===== config.mk =====
export PLATFORM = sky130hd
export DESIGN_NAME = rres_cfg
export DESIGN_NICKNAME = d
export VERILOG_FILES = /design/src/rres_pkg.sv /design/src/rres_cfg.sv
export SDC_FILE = /design/constraint.sdc
export NUM_CORES = 1
export LEC_CHECK = 0
export BUFFER_PORTS_ARGS = -buffer_cell sky130_fd_sc_hd__clkbuf_2
export CAP_MARGIN = 20
export CORE_AREA = 2 2 147 149
export DETAILED_ROUTE_END_ITERATION = 6
export DIE_AREA = 0 0 149 151
export PLACE_DENSITY_LB_ADDON = 0.2
export REMOVE_ABC_BUFFERS = 1
export SKIP_LAST_GASP = 1
export SLEW_MARGIN = 0
export SYNTH_ARGS = -nofsm -noshare
export SYNTH_HDL_FRONTEND = slang
export SYNTH_SLANG_ARGS = --single-unit

===== constraint.sdc =====
create_clock -name clk -period 4.1 [get_ports clk]
set_input_delay 0.82 -clock clk [delete_from_list [all_inputs] [get_ports clk]]
set_output_delay 0.82 -clock clk [all_outputs]
set_load 0.01 [all_outputs]

===== src/rres_pkg.sv =====
// ----------------------------------------------------------------------------
// rres_pkg
// shared constants, types and helpers of the raster resampler
// ----------------------------------------------------------------------------
package rres_pkg;

	// raster store geometry
	localparam int MAX_ROWS    = 256;
	localparam int MAX_COLUMNS = 256;
	localparam int MAX_BANDS   = 2;
	localparam int ROW_W       = $clog2(MAX_ROWS);
	localparam int COL_W       = $clog2(MAX_COLUMNS);
	localparam int BAND_W      = (MAX_BANDS > 1) ? $clog2(MAX_BANDS) : 1;
	localparam int STORE_DEPTH = MAX_ROWS * MAX_COLUMNS * MAX_BANDS;
	localparam int ADDR_W      = $clog2(STORE_DEPTH);

	// field widths
	localparam int POS_W    = 40;
	localparam int CS_W     = 39;
	localparam int CNT_W    = 9;
	localparam int BCNT_W   = 2;
	localparam int SAMPLE_W = 32;
	localparam int FRAC     = 16;
	localparam int QUO_W    = POS_W + FRAC;
	localparam int SEQ_W    = $clog2(QUO_W);
	localparam int T_W      = FRAC + 2;

	// arithmetic widths
	localparam int W_W     = 21;
	localparam int PROD_W  = W_W + SAMPLE_W;
	localparam int LINE_W  = PROD_W + 2;
	localparam int OPROD_W = W_W + LINE_W;
	localparam int ACC_W   = OPROD_W + 2;

	// configuration port
	localparam int PADDR_W = 6;
	localparam int PDATA_W = 64;

	localparam logic [1:0] MODE_NEAREST  = 2'd0;
	localparam logic [1:0] MODE_BILINEAR = 2'd1;
	localparam logic OP_WRITE = 1'b0;

	typedef enum logic [2:0] {
		REG_MODE,
		REG_ORIGIN_X,
		REG_ORIGIN_Y,
		REG_CELL_SIZE,
		REG_ROW_COUNT,
		REG_COLUMN_COUNT,
		REG_BAND_COUNT,
		REG_NODATA_VALUE
	} reg_idx_t;

	typedef struct packed {
		logic [1:0]                 mode;
		logic signed [POS_W-1:0]    origin_x;
		logic signed [POS_W-1:0]    origin_y;
		logic [CS_W-1:0]            cell_size;
		logic [CNT_W-1:0]           row_count;
		logic [CNT_W-1:0]           column_count;
		logic [BCNT_W-1:0]          band_count;
		logic signed [SAMPLE_W-1:0] nodata_value;
		// effective values after range fixing
		logic [CS_W-1:0]            cs_eff;
		logic [CNT_W-1:0]           rows_eff;
		logic [CNT_W-1:0]           cols_eff;
		logic [BCNT_W-1:0]          bands_eff;
	} cfg_t;

	typedef enum logic [1:0] {
		RES_ZERO,
		RES_NODATA,
		RES_CENTER,
		RES_BLEND
	} res_sel_t;

	typedef enum logic [3:0] {
		ST_IDLE,
		ST_WRITE,
		ST_EVAL,
		ST_DIV,
		ST_CHECK,
		ST_CENTER,
		ST_WGT,
		ST_TAPS,
		ST_DRAIN
	} state_t;

	typedef struct packed {
		logic       load;
		logic       mem_wr;
		logic       div_start;
		logic       div_step;
		logic       rd_center;
		logic       blend_init;
		logic       wgt_issue;
		logic       tap_issue;
		logic [3:0] idx;
		logic       fin;
		logic       clamp_flag;
		res_sel_t   sel;
	} cmd_t;

	typedef struct packed {
		logic early_nd;
		logic oob;
		logic nearest;
		logic bilinear;
	} sts_t;

	function automatic logic [ADDR_W-1:0] store_addr(
		input logic [ROW_W-1:0]  row,
		input logic [COL_W-1:0]  col,
		input logic [BAND_W-1:0] band
	);
		return ADDR_W'((int'(row) * MAX_COLUMNS + int'(col)) * MAX_BANDS + int'(band));
	endfunction

endpackage


===== src/rres_cfg.sv =====
// ----------------------------------------------------------------------------
// rres_cfg
// register file behind the configuration port
// ----------------------------------------------------------------------------
module rres_cfg (
	input  logic                            clk,
	input  logic                            arst_n,
	input  logic                            psel,
	input  logic                            penable,
	input  logic                            pwrite,
	input  logic [rres_pkg::PADDR_W-1:0]    paddr,
	input  logic [rres_pkg::PDATA_W-1:0]    pwdata,
	output logic [rres_pkg::PDATA_W-1:0]    prdata,
	output rres_pkg::cfg_t                  cfg
);
	import rres_pkg::*;

	logic [1:0]                 mode_q;
	logic signed [POS_W-1:0]    origin_x_q;
	logic signed [POS_W-1:0]    origin_y_q;
	logic [CS_W-1:0]            cell_size_q;
	logic [CNT_W-1:0]           row_count_q;
	logic [CNT_W-1:0]           column_count_q;
	logic [BCNT_W-1:0]          band_count_q;
	logic signed [SAMPLE_W-1:0] nodata_q;
	reg_idx_t                   idx;
	logic                       wr_en;

	assign idx   = reg_idx_t'(paddr[PADDR_W-1:3]);
	assign wr_en = psel & penable & pwrite;

	always_ff @(posedge clk or negedge arst_n) begin
		if (!arst_n) begin
			mode_q         <= 2'd2;
			origin_x_q     <= '0;
			origin_y_q     <= '0;
			cell_size_q    <= CS_W'(64'd268435456);
			row_count_q    <= CNT_W'(256);
			column_count_q <= CNT_W'(256);
			band_count_q   <= BCNT_W'(1);
			nodata_q       <= SAMPLE_W'(-8388608);
		end else if (wr_en) begin
			case (idx)
				REG_MODE:         mode_q         <= pwdata[1:0];
				REG_ORIGIN_X:     origin_x_q     <= pwdata[POS_W-1:0];
				REG_ORIGIN_Y:     origin_y_q     <= pwdata[POS_W-1:0];
				REG_CELL_SIZE:    cell_size_q    <= pwdata[CS_W-1:0];
				REG_ROW_COUNT:    row_count_q    <= pwdata[CNT_W-1:0];
				REG_COLUMN_COUNT: column_count_q <= pwdata[CNT_W-1:0];
				REG_BAND_COUNT:   band_count_q   <= pwdata[BCNT_W-1:0];
				REG_NODATA_VALUE: nodata_q       <= pwdata[SAMPLE_W-1:0];
				default: ;
			endcase
		end
	end

	always_comb begin
		case (idx)
			REG_MODE:         prdata = PDATA_W'(mode_q);
			REG_ORIGIN_X:     prdata = PDATA_W'(unsigned'(origin_x_q));
			REG_ORIGIN_Y:     prdata = PDATA_W'(unsigned'(origin_y_q));
			REG_CELL_SIZE:    prdata = PDATA_W'(cell_size_q);
			REG_ROW_COUNT:    prdata = PDATA_W'(row_count_q);
			REG_COLUMN_COUNT: prdata = PDATA_W'(column_count_q);
			REG_BAND_COUNT:   prdata = PDATA_W'(band_count_q);
			REG_NODATA_VALUE: prdata = PDATA_W'(unsigned'(nodata_q));
			default:          prdata = '0;
		endcase
	end

	always_comb begin
		cfg.mode         = mode_q;
		cfg.origin_x     = origin_x_q;
		cfg.origin_y     = origin_y_q;
		cfg.cell_size    = cell_size_q;
		cfg.row_count    = row_count_q;
		cfg.column_count = column_count_q;
		cfg.band_count   = band_count_q;
		cfg.nodata_value = nodata_q;
		cfg.cs_eff       = (cell_size_q == '0) ? CS_W'(1) : cell_size_q;
		if (row_count_q == '0)
			cfg.rows_eff = CNT_W'(1);
		else if (row_count_q > CNT_W'(MAX_ROWS))
			cfg.rows_eff = CNT_W'(MAX_ROWS);
		else
			cfg.rows_eff = row_count_q;
		if (column_count_q == '0)
			cfg.cols_eff = CNT_W'(1);
		else if (column_count_q > CNT_W'(MAX_COLUMNS))
			cfg.cols_eff = CNT_W'(MAX_COLUMNS);
		else
			cfg.cols_eff = column_count_q;
		if (band_count_q == '0)
			cfg.bands_eff = BCNT_W'(1);
		else if (band_count_q > BCNT_W'(MAX_BANDS))
			cfg.bands_eff = BCNT_W'(MAX_BANDS);
		else
			cfg.bands_eff = band_count_q;
	end

endmodule


# Yosys cells after proc, flatten, opt, wreduce, memory -nomap -nowiden
# Index checks and enable logic that the tools add are counted.
[classes]
n_mux = 8
bitwise = 2
n_eq_ne = 7
n_reduce_logical = 13
magnitude_cmp = 3
[ops]
columns = ["cell", "count"]
rows = [
  ["$pmux W64 S8", 1],
  ["$logic_not A39 Y1", 1],
  ["$mux W39", 1],
  ["$mux W9", 4],
  ["$gt A9 B9 Y1 const B", 2],
  ["$logic_not A9 Y1", 2],
  ["$reduce_and A2 Y1", 8],
  ["$eq A3 B3 Y1 const B", 4],
  ["$eq A3 B2 Y1 const B", 2],
  ["$mux W2", 2],
  ["$eq A3 B1 Y1 const B", 1],
  ["$logic_not A3 Y1", 1],
  ["$and A1 B1 Y1", 2],
  ["$gt A2 B2 Y1 const B", 1],
  ["$logic_not A2 Y1", 1],
]
[word_totals]
register_bits = 173
inputBits = 75
word_cells = 41
output_inout_bits = 296

# Logic depth before layout (Yosys ltp)
[logic_depth]
word_depth = 3
mapped_depth = 7
mapped_depth_nobuf = 4

# Worst setup path before layout
# No wires, ideal clock.
[synth_timing]
path_type = "input-to-output"
start = "input paddr[3] in the netlist's numbering"
end = "output prdata[2] in the netlist's numbering"
path_buffers = 2
stages = 5
arrival_ns = 1.852
setup_slack_ns = 1.428
required_time_ns = 3.280
path_cell_list = "buf_4 buf_2 mux2_2 a221oi_1 a21oi_1"
[synth_via]
elab_chain_len = 2
word_cells_on_any_way = 9
classes_between = "eq/ne: 7; mux: 1; reduce/logical: 1"
[synth_rtl]
columns = ["element", "line_no", "rtl"]
rows = [
  ["start, declared", "rres_cfg.sv:11", "input logic [rres_pkg::PADDR_W-1:0] paddr,"],
  ["$eq A3 B3 Y1 (tied with other cells)", "rres_cfg.sv:58", "case (idx)"],
  ["$pmux W64 S8 *", "rres_cfg.sv:58", ""],
  ["end, declared", "rres_cfg.sv:13", "output logic [rres_pkg::PDATA_W-1:0] prdata,"],
]
# Mark *: on every way between the ends. The rest lies on a longest branch, timed or not. The select of a mux whose other input is x is not followed.

# Worst setup path after layout
[layout_timing]
start = "input paddr[3] in the netlist's numbering"
end = "output prdata[0] in the netlist's numbering"
# The elaborated chain is that of the path after synthesis.

==> results.rst <==
.. list-table::
   :header-rows: 1

   * - Metric
     - Value
   * - Outcome
     - completed
   * - Placed cell count
     - 1195
   * - Routed len/inst
     - 19.8 µm
   * - Number of optimization iterations in the first detailed-route pass
     - 4
   * - Clock network fraction of total power
     - 0.311
   * - Number of max-cap violations
     - 0
   * - Placed wire-length estimate
     - 17300 µm
   * - Number of global-route vias before repair
     - 5960
   * - Cell-internal power
     - 3.80 mW
   * - Portion of netlist area occupied by mux cells
     - 0.263
   * - Largest fanout on the critical path
     - 29
   * - Combinational share of power
     - 0.252
   * - Clock root cell
     - sky130_fd_sc_hd__clkbuf_16
   * - Net switching power
     - 1.80 mW
   * - Final count of pins violating max slew
     - 0
   * - Instance count of the mapped netlist
     - 664
   * - Antenna Violating Nets Remaining
     - 0
   * - Share of synthesized cell area in and, or, nand and nor gates
     - 0.0643
   * - Max VDD drop
     - 0.273 mV
   * - Clock-pin slew of the registers on the worst-case setup and hold paths
     - 0.07 ns
   * - Reg power frac
     - 0.437
   * - Synthesized-area fraction occupied by ao, oa, aoi and oai cells
     - 0.0773
   * - Maximum number of pins on one net before global-route repair
     - 74
   * - Dpl cell area
     - 9940 µm²
   * - Buffer count from post-CTS setup fixing
     - 0
   * - Synthesized area
     - 8270 µm²
   * - Number of failing setup endpoints in the final timing report
     - 0
   * - Die height
     - 151 µm
   * - Period Utilization, post-route
     - 0.820
   * - Layout-stage area growth over the synthesis result
     - 27.8%
   * - Area inside the core boundary
     - 20800 µm²
   * - Nature of the critical path startpoint
     - input port
   * - Final TNS setup
     - 0 ns
   * - Sequential cell area fraction in the yosys report
     - 0.525
   * - Number of cell rows
     - 53
   * - Overall routed net length
     - 24300 µm
   * - Number of antenna violations at the first check in global routing
     - 0
   * - Number of antenna repair diodes
     - 0
   * - Weighted congestion at the end of routability-driven global placement
     - 0.790
   * - Number of CTS-inserted buffers
     - 17
   * - Highest Clock Rate
     - 0.297 GHz
   * - Number of distinct library cells after synthesis
     - 39
   * - Synth Area in Adders
     - 0
   * - Fraction of layout instances using a drive strength above 1
     - 0.592
   * - Net count, final
     - 1014
   * - Data arrival, critical path
     - 2.54 ns
   * - Cell chain of the critical path
     - clkbuf_2 > buf_4 > mux4_2 > mux2_2 > clkbuf_2
   * - Per-cell via count in the routed design
     - 5.16
   * - Element type at the critical path end
     - primary output
   * - CTS H-Tree Depth
     - 4
   * - Maximum clock skew at final layout
     - 0 ns
   * - Post-Layout Cell Count
     - 1227
   * - Max transition margin
     - 0.538
   * - Initial standard-cell utilization of the core
     - 0.397
   * - Total Routing Usage GR
     - 0.214
   * - Required time at the worst-slack endpoint
     - 3.28 ns
   * - Number of I/O pins
     - 371
   * - Horizontal die dimension
     - 149 µm
   * - Count of input and output buffers
     - 319
   * - Cell class contributing the biggest share of worst-path delay
     - buffers and inverters
   * - Post-synthesis sequential element count
     - 173
   * - Number of filler cells placed in the layout
     - 1905
   * - Smallest hold slack
     - 0.395 ns
   * - Synth Warn #
     - 0
   * - Total number of vias
     - 6335
   * - Count of clock tree sinks
     - 173
   * - Critical path buffers and inverters
     - 3
   * - Critical Setup Path Class
     - input port to primary output
   * - Most common cell type on the critical path
     - sky130_fd_sc_hd__clkbuf_2
   * - Total Power
     - 5.60 mW
   * - Dominant combinational cell family by area after synthesis
     - multiplexers
   * - Minimum clock period after layout
     - 3.36 ns
   * - Worst slew pin tran
     - 0.693 ns
   * - TritonCTS clock tree
     - yes
   * - Hold buffer count at cts
     - 0
   * - Cell with the biggest individual delay on the critical path
     - sky130_fd_sc_hd__mux4_2
   * - Global-route wire length before repair
     - 36400 µm
   * - Final hold viol count
     - 0
   * - DRT iter0 DRCs
     - 214
   * - Tightest Hold Check Type
     - input port to async pin
   * - Worst stage delay on the critical path
     - 0.54 ns
   * - Overall die area
     - 22500 µm²
   * - Power per cell area
     - 530 nW/µm²
   * - Sw Share
     - 0.321
   * - Worst-skew pair later-pin latency
     - 0.42 ns
   * - Post-cts sizing count
     - 0
   * - Number of buffers between clock root and the deepest sink
     - 2
   * - Post-synthesis xor/xnor area fraction
     - 0
   * - Count of unresolved DRC violations after routing
     - 0
   * - Synthesized area divided by synthesized cell count
     - 12.5 µm²
   * - Reported leakage power
     - 5.37 nW
   * - Unrepaired setup endpoints after global routing
     - no
   * - Final std cell area, no fill
     - 10600 µm²
   * - Sum of overflow across all layers after global routing
     - 0
## power by group through the flow
stage,clock network (mW),registers [mW],logic (mW)
6_report,1.74,2.45,1.41
5_1_grt,1.85,2.51,1.54
4_1_cts,1.78,2.45,1.43
3_5_place_dp,0,2.48,1.43
3_3_place_gp,0,2.48,1.42
2_1_floorplan,0,2.56,0.530
## cell families after synthesis
kind of cell / Yosys count
multiplexers: 192
flip-flops: 173
buffers and inverters: 108
AND/OR/NAND/NOR: 102
AO/OA/AOI/OAI: 88
other: 1
## routing by layer
metal  vias to the layer above  global-route usage  share of wire  wire length, µm
li1                       2881                   -              -                -
met1                      3178               0.287           0.44            10600
met2                       257               0.358           0.49            11900
met3                        19              0.0440          0.061             1490
met4                         0              0.0538          0.011              261
met5                         -                   0              0                0
## cell usage in the layout, fill, tap and decap left out, types with 6 or more instances in the layout
cell	count
sky130_fd_sc_hd__clkbuf_2	318
sky130_fd_sc_hd__mux2_2	170
sky130_fd_sc_hd__dfrtp_1	159
sky130_fd_sc_hd__a22oi_1	54
sky130_fd_sc_hd__nand2_1	32
sky130_fd_sc_hd__conb_1	24
sky130_fd_sc_hd__nor2_1	17
sky130_fd_sc_hd__nor2b_1	17
sky130_fd_sc_hd__clkbuf_16	17
sky130_fd_sc_hd__buf_4	17
sky130_fd_sc_hd__mux2_1	15
sky130_fd_sc_hd__dfstp_2	14
sky130_fd_sc_hd__nor4_1	11
sky130_fd_sc_hd__a221oi_1	7
sky130_fd_sc_hd__a21oi_1	7
sky130_fd_sc_hd__o21ai_0	6
sky130_fd_sc_hd__a31oi_1	6
## state kept, by name (all words and copies together) (netlist names)
register / cells
column_count_q: 9
band_count_q: 2
origin_x_q: 40
cell_size_q: 39
row_count_q: 9
origin_y_q: 40
mode_q: 2
nodata_q: 32
## Yosys cell counts, drive strengths merged
library cell,count,area [µm²]
dfstp,14,368
mux4,2,45.0
a22o,2,17.5
nand2b,3,18.8
mux2,185,2080
nor2,22,92.6
nor2b,17,106
a21oi,7,35.0
o211a,1,10.0
or4,2,15.0
a21bo,1,10.0
and3,1,6.26
nand3b,2,15.0
inv,3,11.3
o21ai,6,30.0
a31oi,6,37.5
a221oi,7,61.3
nand4,2,12.5
nand2,32,120
conb,1,3.75
nand3,4,20.0
mux2i,5,50.1
a22oi,54,405
nor4,11,68.8
a41o,1,10.0
nor3,6,56.3
a211oi,1,7.51
clkbuf,51,191
dfrtp,159,3980
a21o,2,15.0
buf,54,370
## through the flow
| stage | utilization | setup slack [ns] |
|---|---|---|
| 3_3_place_gp | 0.477 | 0.716 |
| 4_1_cts | 0.508 | 0.738 |
| 6_report | 0.508 | 0.738 |
| 3_5_place_dp | 0.477 | 0.736 |
| 2_1_floorplan | - | 0.903 |
| 5_1_grt | 0.508 | 0.664 |
## area by class of cell
| cell class | count | area (µm²) | area share |
|---|---|---|---|
| Clock buffer | 20 | 447 | 0.0423 |
| Clock inverter | 12 | 185 | 0.0175 |
| Inverter | 3 | 11.3 | 0.00107 |
| Multi-Input combinational cell | 406 | 3470 | 0.328 |
| Sequential cell | 173 | 4350 | 0.411 |
| Tap cell | 275 | 344 | 0.0326 |
| Timing Repair Buffer | 338 | 1770 | 0.167 |
## path summary, 6_finish.rpt
kind,slack [ns],to,cells after the start,startpoint
setup / recovery,0.74,prdata[0],5,paddr[3]
hold / removal,0.39,row_count_q[2],1,arst_n
setup reg to reg,3.17,column_count_q[8],1,column_count_q[8]
hold reg to reg,0.52,origin_y_q[33],1,origin_y_q[33]
max in group asynchronous,2.81,nodata_q[30],2,arst_n
min in group clk,0.52,origin_y_q[33],1,origin_y_q[33]
No activity file was read; power rests on OpenSTA's default activity.
