**src/rres_pkg.sv**
```systemverilog
// ----------------------------------------------------------------------------
// rres_pkg
// shared constants, types and helpers of the raster resampler
// ----------------------------------------------------------------------------
package rres_pkg;

	// raster store geometry
	localparam int MAX_ROWS    = 256;
	localparam int MAX_COLUMNS = 256;
	localparam int MAX_BANDS   = 2;
	localparam int ROW_W       = $clog2(MAX_ROWS);
	localparam int COL_W       = $clog2(MAX_COLUMNS);
	localparam int BAND_W      = (MAX_BANDS > 1) ? $clog2(MAX_BANDS) : 1;
	localparam int STORE_DEPTH = MAX_ROWS * MAX_COLUMNS * MAX_BANDS;
	localparam int ADDR_W      = $clog2(STORE_DEPTH);

	// field widths
	localparam int POS_W    = 40;
	localparam int CS_W     = 39;
	localparam int CNT_W    = 9;
	localparam int BCNT_W   = 2;
	localparam int SAMPLE_W = 32;
	localparam int FRAC     = 16;
	localparam int QUO_W    = POS_W + FRAC;
	localparam int SEQ_W    = $clog2(QUO_W);
	localparam int T_W      = FRAC + 2;

	// arithmetic widths
	localparam int W_W     = 21;
	localparam int PROD_W  = W_W + SAMPLE_W;
	localparam int LINE_W  = PROD_W + 2;
	localparam int OPROD_W = W_W + LINE_W;
	localparam int ACC_W   = OPROD_W + 2;

	// configuration port
	localparam int PADDR_W = 6;
	localparam int PDATA_W = 64;

	localparam logic [1:0] MODE_NEAREST  = 2'd0;
	localparam logic [1:0] MODE_BILINEAR = 2'd1;
	localparam logic OP_WRITE = 1'b0;

	typedef enum logic [2:0] {
		REG_MODE,
		REG_ORIGIN_X,
		REG_ORIGIN_Y,
		REG_CELL_SIZE,
		REG_ROW_COUNT,
		REG_COLUMN_COUNT,
		REG_BAND_COUNT,
		REG_NODATA_VALUE
	} reg_idx_t;

	typedef struct packed {
		logic [1:0]                 mode;
		logic signed [POS_W-1:0]    origin_x;
		logic signed [POS_W-1:0]    origin_y;
		logic [CS_W-1:0]            cell_size;
		logic [CNT_W-1:0]           row_count;
		logic [CNT_W-1:0]           column_count;
		logic [BCNT_W-1:0]          band_count;
		logic signed [SAMPLE_W-1:0] nodata_value;
		// effective values after range fixing
		logic [CS_W-1:0]            cs_eff;
		logic [CNT_W-1:0]           rows_eff;
		logic [CNT_W-1:0]           cols_eff;
		logic [BCNT_W-1:0]          bands_eff;
	} cfg_t;

	typedef enum logic [1:0] {
		RES_ZERO,
		RES_NODATA,
		RES_CENTER,
		RES_BLEND
	} res_sel_t;

	typedef enum logic [3:0] {
		ST_IDLE,
		ST_WRITE,
		ST_EVAL,
		ST_DIV,
		ST_CHECK,
		ST_CENTER,
		ST_WGT,
		ST_TAPS,
		ST_DRAIN
	} state_t;

	typedef struct packed {
		logic       load;
		logic       mem_wr;
		logic       div_start;
		logic       div_step;
		logic       rd_center;
		logic       blend_init;
		logic       wgt_issue;
		logic       tap_issue;
		logic [3:0] idx;
		logic       fin;
		logic       clamp_flag;
		res_sel_t   sel;
	} cmd_t;

	typedef struct packed {
		logic early_nd;
		logic oob;
		logic nearest;
		logic bilinear;
	} sts_t;

	function automatic logic [ADDR_W-1:0] store_addr(
		input logic [ROW_W-1:0]  row,
		input logic [COL_W-1:0]  col,
		input logic [BAND_W-1:0] band
	);
		return ADDR_W'((int'(row) * MAX_COLUMNS + int'(col)) * MAX_BANDS + int'(band));
	endfunction

endpackage

```
**src/rres_ctrl.sv**
```systemverilog
// ----------------------------------------------------------------------------
// rres_ctrl
// sequencer: sample write, or divide, center fetch, weight build, tap sweep, result
// ----------------------------------------------------------------------------
module rres_ctrl (
	input  logic            clk,
	input  logic            arst_n,
	input  logic            start,
	input  logic            operation,
	input  rres_pkg::sts_t  sts,
	output rres_pkg::cmd_t  cmd,
	output logic            busy
);
	import rres_pkg::*;

	localparam logic [SEQ_W-1:0] DIV_LAST   = SEQ_W'(QUO_W - 1);
	localparam logic [SEQ_W-1:0] WGT_COUNT  = SEQ_W'(8);
	localparam logic [SEQ_W-1:0] WGT_LAST   = SEQ_W'(10);
	localparam logic [SEQ_W-1:0] BIC_LAST   = SEQ_W'(15);
	localparam logic [SEQ_W-1:0] BIL_LAST   = SEQ_W'(3);
	localparam logic [SEQ_W-1:0] DRAIN_LAST = SEQ_W'(4);

	state_t           state_q, state_d;
	logic [SEQ_W-1:0] cnt_q, cnt_d;

	always_ff @(posedge clk or negedge arst_n) begin
		if (!arst_n) begin
			state_q <= ST_IDLE;
			cnt_q   <= '0;
		end else begin
			state_q <= state_d;
			cnt_q   <= cnt_d;
		end
	end

	always_comb begin
		state_d = state_q;
		cnt_d   = cnt_q;
		cmd     = '0;
		cmd.sel = RES_ZERO;
		case (state_q)
			ST_IDLE: begin
				if (start) begin
					cmd.load = 1'b1;
					state_d  = (operation == OP_WRITE) ? ST_WRITE : ST_EVAL;
				end
			end
			ST_WRITE: begin
				cmd.mem_wr = 1'b1;
				cmd.fin    = 1'b1;
				cmd.sel    = RES_ZERO;
				state_d    = ST_IDLE;
			end
			ST_EVAL: begin
				if (sts.early_nd) begin
					cmd.fin = 1'b1;
					cmd.sel = RES_NODATA;
					state_d = ST_IDLE;
				end else begin
					cmd.div_start = 1'b1;
					cnt_d         = '0;
					state_d       = ST_DIV;
				end
			end
			ST_DIV: begin
				cmd.div_step = 1'b1;
				if (cnt_q == DIV_LAST)
					state_d = ST_CHECK;
				else
					cnt_d = cnt_q + 1'b1;
			end
			ST_CHECK: begin
				if (sts.nearest && sts.oob) begin
					cmd.fin = 1'b1;
					cmd.sel = RES_NODATA;
					state_d = ST_IDLE;
				end else begin
					cmd.rd_center = 1'b1;
					state_d       = ST_CENTER;
				end
			end
			ST_CENTER: begin
				if (sts.nearest || sts.oob) begin
					cmd.fin        = 1'b1;
					cmd.sel        = RES_CENTER;
					cmd.clamp_flag = sts.oob;
					state_d        = ST_IDLE;
				end else begin
					cmd.blend_init = 1'b1;
					cnt_d          = '0;
					state_d        = ST_WGT;
				end
			end
			ST_WGT: begin
				cmd.wgt_issue = cnt_q < WGT_COUNT;
				cmd.idx       = cnt_q[3:0];
				if (cnt_q == WGT_LAST) begin
					cnt_d   = '0;
					state_d = ST_TAPS;
				end else begin
					cnt_d = cnt_q + 1'b1;
				end
			end
			ST_TAPS: begin
				cmd.tap_issue = 1'b1;
				cmd.idx       = cnt_q[3:0];
				if (cnt_q == (sts.bilinear ? BIL_LAST : BIC_LAST)) begin
					cnt_d   = '0;
					state_d = ST_DRAIN;
				end else begin
					cnt_d = cnt_q + 1'b1;
				end
			end
			ST_DRAIN: begin
				if (cnt_q == DRAIN_LAST) begin
					cmd.fin = 1'b1;
					cmd.sel = RES_BLEND;
					state_d = ST_IDLE;
				end else begin
					cnt_d = cnt_q + 1'b1;
				end
			end
			default: state_d = ST_IDLE;
		endcase
	end

	assign busy = state_q != ST_IDLE;

endmodule

```
**config.mk**
```make
export PLATFORM = sky130hd
export DESIGN_NAME = rres_ctrl
export DESIGN_NICKNAME = d
export VERILOG_FILES = /design/src/rres_pkg.sv /design/src/rres_ctrl.sv
export SDC_FILE = /design/constraint.sdc
export NUM_CORES = 1
export LEC_CHECK = 0
export ABC_AREA = 1
export BUFFER_PORTS_ARGS = -buffer_cell sky130_fd_sc_hd__buf_2
export CORE_MARGIN = 2
export CORE_UTILIZATION = 25
export DETAILED_ROUTE_END_ITERATION = 7
export HOLD_SLACK_MARGIN = 0.1
export PLACE_DENSITY = 0.57
export SLEW_MARGIN = 20
export SYNTH_ARGS = -nofsm -noshare
export SYNTH_HDL_FRONTEND = slang
export SYNTH_SLANG_ARGS = --single-unit
```
**constraint.sdc**
```tcl
create_clock -name clk -period 1.38 [get_ports clk]
set_input_delay 0.069 -clock clk [delete_from_list [all_inputs] [get_ports clk]]
set_output_delay 0.069 -clock clk [all_outputs]
set_load 0.03 [all_outputs]
```
# Yosys cells after proc, flatten, opt, wreduce, memory -nomap -nowiden
# Index checks and enable logic that the tools add are counted.
# W data, S select, Z words.
# classes
n_div	0
n_lt_le_gt_ge	1
n_reduce_logical	8
n_bitwise	0
mul	0
shifts	0
add_sub_neg	1
n_eq_ne	21
n_mux	41
# ops
cell	n
$mux W6	6
$pmux W6 S6	1
$mux W4	8
$pmux W4 S8	1
$mux W1	18
$ne A2 B2 Y1 const B	9
$eq A4 B3 Y1 const B	4
$reduce_and A5 Y1	2
$eq A4 B2 Y1 const B	2
$pmux W2 S4	1
$add A6 B1 Y6 const B	1
$eq A6 B3 Y1 const B	1
$eq A6 B4 Y1	1
$eq A6 B4 Y1 const B	1
$eq A6 B6 Y1 const B	1
$lt A6 B4 Y1 const B	1
$mux W2	3
$mux W3	2
$reduce_bool A6 Y1	1
$pmux W1 S5	1
$eq A4 B1 Y1 const B	1
$eq A4 B4 Y1 const B	1
$logic_not A4 Y1	1
$reduce_bool A4 Y1	1
3 further kinds	3
# totals
register_bits	10
latchBits	0
mem_bits_rw	0
wordCells	74
mem_count	0
output_inout_bits	17
romBits	0
input_bits	8

# Logic depth before layout (Yosys ltp)
# Gate-level depths: netlist of the first run.
# logic_depth
word_depth	4
ltp_mapped	10
mapped_depth_nobuf	9

# Least setup slack after synthesis of the first run
# No wires, ideal clock.
# synth_timing
kind	register to output
startpoint	register state_q[2]
endpoint	output cmd[3] (netlist name)
t_arrival_ns	1.682
stages_incl_launch_ff	5
n_path_buf	0
required_time_ns	1.311
setup_slack_ns	-0.371
cell_sequence	dfrtp_1 inv_2 nand2_4 nor3_1 nand3b_1
# synth_rtl
item	line	rtl
start, declared	rres_ctrl.sv:23	state_t state_q, state_d;
start signal, assigned	rres_ctrl.sv:31	state_q <= state_d;
end, declared	rres_ctrl.sv:11	output rres_pkg::cmd_t cmd,

==> impl_metrics.ini, run 1 <==
[clock_network]
clk_latency_ns = 0.25
clkSinkCount = 10
numCtsBuffers = 3
clkTransAtPathRegs_ns = 0.06
h-tree-depth = 1
cts-root-buf = clkbuf_8
clockBufferDepth = 2
cts_tree = done

[floorplanning]
die_y_um = 70.5
ios = 25
die_x_um = 70.5
num_rows = 24
start_util = 0.257
coreArea_um2 = 4290
die_area_um2 = 4970

[timing]
fin_ws_ns = -0.195
rsz0062_at_grt = yes
whs_ns = 0.217
min_period_ns = 1.57
fmax_mhz = 635
fin_worst_skew_ns = 0.00571
slew-limit-headroom = 0.738
tightest_slew_ns = 0.392
fin_crit_sh = 1.14
tns_ns = -2.48
final-max-slew-violation-count = 0
final-hold-violation-count = 0
setup_viol = 26

[finish]
final_area_um2 = 2270
antennaDiodeCount = 0
layout.nets = 265
drive_gt1_frac = 0.715
area_growth_pct = 106
layout.cells.non_filler = 305

[route]
drcViolationCount = 0
vias_per_cell = 4.63
firstDrtPassIters = 6
ant_nets = 0
drt-total-wl_mm = 4.39
drtIter0Drc = 37
wl_met3_um = 185
num_vias = 1413
wl_per_cell_um = 14.4
drt-met1-wl_mm = 1.76
dr.max_layer_used = met4
wl_met2_mm = 2.37

[placement]
gp_congestion = 0.830
dpl_cell_area_um2 = 1520
place_ws_ns = -0.0901
dpl.hpwl_mm = 2.57
post-place-cells = 272
io_buffers = 24

[setup_path]
crit_cells = 8
cp_max_fo = 4
cpPeakStageDelay_ns = 0.46
r2r_start = state_q[3]
worstSetupPathType = register to output port
crit_chain = inv_4, nand2_2, nor2_4, nand3_2, o31ai_2, inv_1, o21ai_1, buf_4
path_buf_inv = 3
crit_slowest_cell = dfrtp_2
crit_end = cmd[0]
r2r_cells = 9
required_ns = 1.31
startpoint = state_q[3]
critPathTopFamily = flip-flops
r2r_end = cnt_q[0]
rrSetupSlack_ns = -0.12
worstSetupStartpointType = register
critPathCaptureType = output port
arrival_ns = 1.51

[synthesis]
synth_top_family_by_area = simple AND/OR/NAND/NOR gates
synth.avg_cell_area_um2 = 6.50
synth_fa_ha_area_frac = 0.0340
synth_cells = 170
ys_warn_count = 0
netlist_area_um2 = 1100
synthSimpleGateAreaFrac = 0.571
ys_types = 25
synth_nets = 181
ys_seq_area_frac = 0.227
synth-compound-area-share = 0.0374
synth.area.mux_share = 0
yosys.area_share.xor_xnor = 0.0159
synth-seq-cells = 10

[worst_hold_path]
hold_class = primary input to asynchronous set/reset pin

[pwr]
internal-power_mw = 1.90
power_density_nw_per_um2 = 1620
combPwrFrac = 0.755
vdd_drop_max_mv = 1.08
seqPwrFrac = 0.136
p_clk_frac = 0.109
p_leak_nw = 1.14
switching_share = 0.483
p_switching_mw = 1.77

[global_routing]
grt.total_usage = 0.166
grt_pass1_vias = 1385
antenna_found_initial = 0
grt_max_degree = 11
grt_pass1_wl_mm = 6.47
grt-ovfl-total = 0

[flow_run]
max_cap_violations = 0

[status]
violations = negative setup slack
status = finished, violations left
power groups by stage:
stage          sequential [mW]  clock [mW]  combinational (mW)
2_1_floorplan            0.449           0                1.19
3_3_place_gp             0.487           0                1.70
3_5_place_dp             0.490           0                1.71
4_1_cts                  0.486       0.390                2.28
5_1_grt                  0.506       0.409                2.98
6_report                 0.500       0.399                2.78
state kept, by name, indices dropped and copies added, names as in the netlist:
name / cells
cnt_q: 6
state_q: 4
cell families after synthesis:
group | count (synthesis)
DFF | 10
buffers and inverters | 29
adders and majority gates | 3
xor gates and xnor gates | 2
AOI/OAI and AO/OA | 6
and+or+nand+nor | 120
metal layers:
| metal | track usage | vias to the layer above |
|---|---|---|
| li1 | - | 699 |
| met1 | 0.204 | 677 |
| met2 | 0.290 | 32 |
| met3 | 0.0289 | 5 |
| met4 | 0.0577 | 0 |
| met5 | 0 | - |
worst min path at each step:
| stage | startpoint | endpoint | cells after the start |
|---|---|---|---|
| after floorplan | arst_n | cnt_q[0] | 0 |
| after global placement | arst_n | cnt_q[2] | 1 |
| after detailed placement | arst_n | cnt_q[0] | 1 |
| after CTS | arst_n | cnt_q[0] | 2 |
| after global routing | arst_n | cnt_q[0] | 2 |
| final | arst_n | cnt_q[0] | 2 |
layout make-up:
type	instances	area, um^2
fillers	369	2020
multi-input cells	131	1070
repair buffers	83	721
flip-flops and latches	10	259
inverters	25	98.8
well taps	52	65.1
clock buffers	4	55.1
what timing repair did:
action | 4_1_cts | 5_1_grt
hold buffers | 1 | 0
gates cloned | 0 | 0
buffers inserted | 17 | 12
gates resized for setup | 73 | 62
pin swaps | 16 | 31
hold endpoints to repair | 10 | 0
endpoints found under the setup margin | 26 | 27
worst register-to-register path, cell delays in order, from the launching register on:
cell and delay, ns:
dfrtp_2 0.46, nor2_4 0.24, buf_4 0.16, nand2_1 0.05
nand3_2 0.10, inv_2 0.05, nor2_4 0.11, nand2_4 0.10
nand2_2 0.08, nand2_1 0.05
Yosys cell counts:
library cell | count | area (um^2)
ha_1 | 3 | 37.5
nor2_4 | 4 | 45.0
inv_2 | 10 | 37.5
nand3_1 | 22 | 110
and3_1 | 1 | 6.26
nor4_1 | 1 | 6.26
nor2_1 | 18 | 67.6
o211ai_1 | 2 | 15.0
buf_4 | 3 | 22.5
o31ai_1 | 1 | 7.51
o21ai_0 | 2 | 10.0
dfrtp_1 | 10 | 250
nand4_1 | 2 | 12.5
buf_6 | 1 | 11.3
nand2_1 | 47 | 176
nor2_2 | 6 | 37.5
nand2_2 | 8 | 50.1
nor2_8 | 1 | 20.0
nand3_2 | 3 | 30.0
nand3b_1 | 1 | 7.51
o21ai_2 | 1 | 8.76
nand2_4 | 5 | 56.3
nor3_1 | 1 | 5.00
inv_1 | 15 | 56.3
xor2_1 | 2 | 17.5
metrics by stage:
step / util / power, mW
floorplan: - / 1.64
global placement: 0.353 / 2.19
detailed placement: 0.353 / 2.20
CTS: 0.456 / 3.16
global route: 0.529 / 3.89
finish: 0.529 / 3.67
cell usage in the layout (no fill, tap or decap), types with 2 or more instances in the layout:
master,netlist,final
nand2_1,47,31
nor2_1,18,4
clkbuf_8,0,4
ha_4,0,3
inv_4,0,2
nand3_4,0,3
nand2_4,5,14
dfrtp_1,10,3
nor2_4,4,22
dfrtp_2,0,7
buf_6,1,28
inv_1,15,9
nand4_1,2,2
nand3_2,3,7
o211ai_1,2,2
buf_2,0,7
nand3_1,22,15
inv_2,10,14
nand2_2,8,15
xor2_1,2,2
buf_4,3,46
nor2_2,6,2
Power figures use the tool's default switching activity.
==> run 2: changes to the inputs <==
- PLACE_DENSITY: 0.57 -> default
==> impl_metrics.ini, run 2 (same netlist as run 1, synthesis figures left out) <==
[route]
drt-met1-wl_mm = 1.68
num_vias = 1372
drt-total-wl_mm = 4.11
drcViolationCount = 0
dr.max_layer_used = met4
firstDrtPassIters = 4
wl_met2_mm = 2.17
drtIter0Drc = 21
vias_per_cell = 4.57
wl_per_cell_um = 13.7
wl_met3_um = 145
ant_nets = 0

[clock_network]
clk_latency_ns = 0.24
cts_tree = done
cts-root-buf = clkbuf_8
numCtsBuffers = 3
clockBufferDepth = 2
clkTransAtPathRegs_ns = 0.05
clkSinkCount = 10
h-tree-depth = 1

[finish]
regMostFlops = cnt_q
final_common_cell = buf_4
area_growth_pct = 98.4
final_cell_mix = 41 x buf_4, 37 x nand2_1, 26 x buf_6
largest_reg_flops = 6
drive_gt1_frac = 0.694
layout.nets = 260
final_area_um2 = 2190
antennaDiodeCount = 0
top_regs = cnt_q x6, state_q x4
fill_cells = 369

[placement]
place_ws_ns = -0.0632
io_buffers = 24
gp_congestion = 0.928
dpl_cell_area_um2 = 1500
dpl.hpwl_mm = 2.47

[flow_run]
max_cap_violations = 0

[pwr]
vdd_drop_max_mv = 1.29
p_leak_nw = 1.09
power_density_nw_per_um2 = 1650
total_power_mw = 3.62

[global_routing]
antenna_found_initial = 0
grt.total_usage = 0.156
grt_pass1_wl_mm = 6.04
grt_max_degree = 11
grt-ovfl-total = 0
grt_pass1_vias = 1310

[setup_path]
cp_max_fo = 6
critPathCaptureType = output port
worstSetupStartpointType = register
arrival_ns = 1.51
worstSetupPathType = register to output port
r2r_start = state_q[1]
startpoint = state_q[0]
required_ns = 1.31

[floorplanning]
die_x_um = 70.5
ios = 25
die_y_um = 70.5
die_area_um2 = 4970
coreArea_um2 = 4290
num_rows = 24
start_util = 0.257

[timing]
fin_worst_skew_ns = 0.00229
final-max-slew-violation-count = 0
final-hold-violation-count = 0
fmax_mhz = 635
rsz0062_at_grt = yes
setup_viol = 26
tns_ns = -2.85
slew-limit-headroom = 0.815
fin_crit_sh = 1.14
fin_ws_ns = -0.195
min_period_ns = 1.57
tightest_slew_ns = 0.276

[status]
status = finished, violations left
violations = negative setup slack

[worst_hold_path]
hold_class = primary input to asynchronous set/reset pin
==> run 2: path summary, 6_finish.rpt <==
kind | endpoint | slack [ns] | cells after the start
min | cnt_q[1] | 0.22 | 2
min in group clk | state_q[1] | 0.22 | 5
min reg2reg | cnt_q[4] | 0.57 | 2
max in group asynchronous | state_q[0] | 0.93 | 2
max | cmd[3] | -0.19 | 8
max reg2reg | state_q[2] | -0.15 | 11
==> run 2: worst max-delay path, stage by stage (launching register included) <==
cell and delay, ns:
dfrtp_2 0.44, buf_12 0.15, inv_8 0.06, nor2_4 0.03, nand2_2 0.07, nor2_2 0.05
nor2_4 0.19, nand3b_1 0.11, buf_6 0.15
==> run 2: layout make-up <==
class | instances | area, um^2 | share of cell area
clock buffer | 4 | 55.1 | 0.0251
inverter | 25 | 109 | 0.0497
multi-input combinational | 131 | 1000 | 0.458
sequential | 10 | 259 | 0.118
tap | 52 | 65.1 | 0.0297
timing repair buffer | 78 | 701 | 0.320
==> run 2: through the flow <==
stage	std cells	hold WS (ns)	utilization
floorplan	170	-0.227	-
global placement	270	-0.0472	0.350
detailed placement	270	-0.0416	0.350
CTS	290	0.224	0.450
global route	300	0.249	0.510
finish	300	0.218	0.510
==> run 2: timing repair <==
action / CTS / global route
endpoints found under the setup margin: 25 / 27
endpoints found under the hold margin: 10 / 0
hold buffers: 1 / 0
resized for setup: 76 / 45
pin swaps: 13 / 24
setup buffers: 15 / 10
==> run 2: power breakdown <==
| part | leakage (nW) | switching (mW) | internal, mW | total (mW) |
|---|---|---|---|---|
| clock | 0.0288 | 0.128 | 0.252 | 0.380 |
| combinational | 0.938 | 1.50 | 1.26 | 2.76 |
| sequential | 0.124 | 0.0972 | 0.374 | 0.471 |
==> run 2: per-layer routing <==
layer / up-vias / track usage
li1: 689 / -
met1: 644 / 0.186
met2: 28 / 0.281
met3: 11 / 0.0216
met4: 0 / 0.0556
met5: - / 0
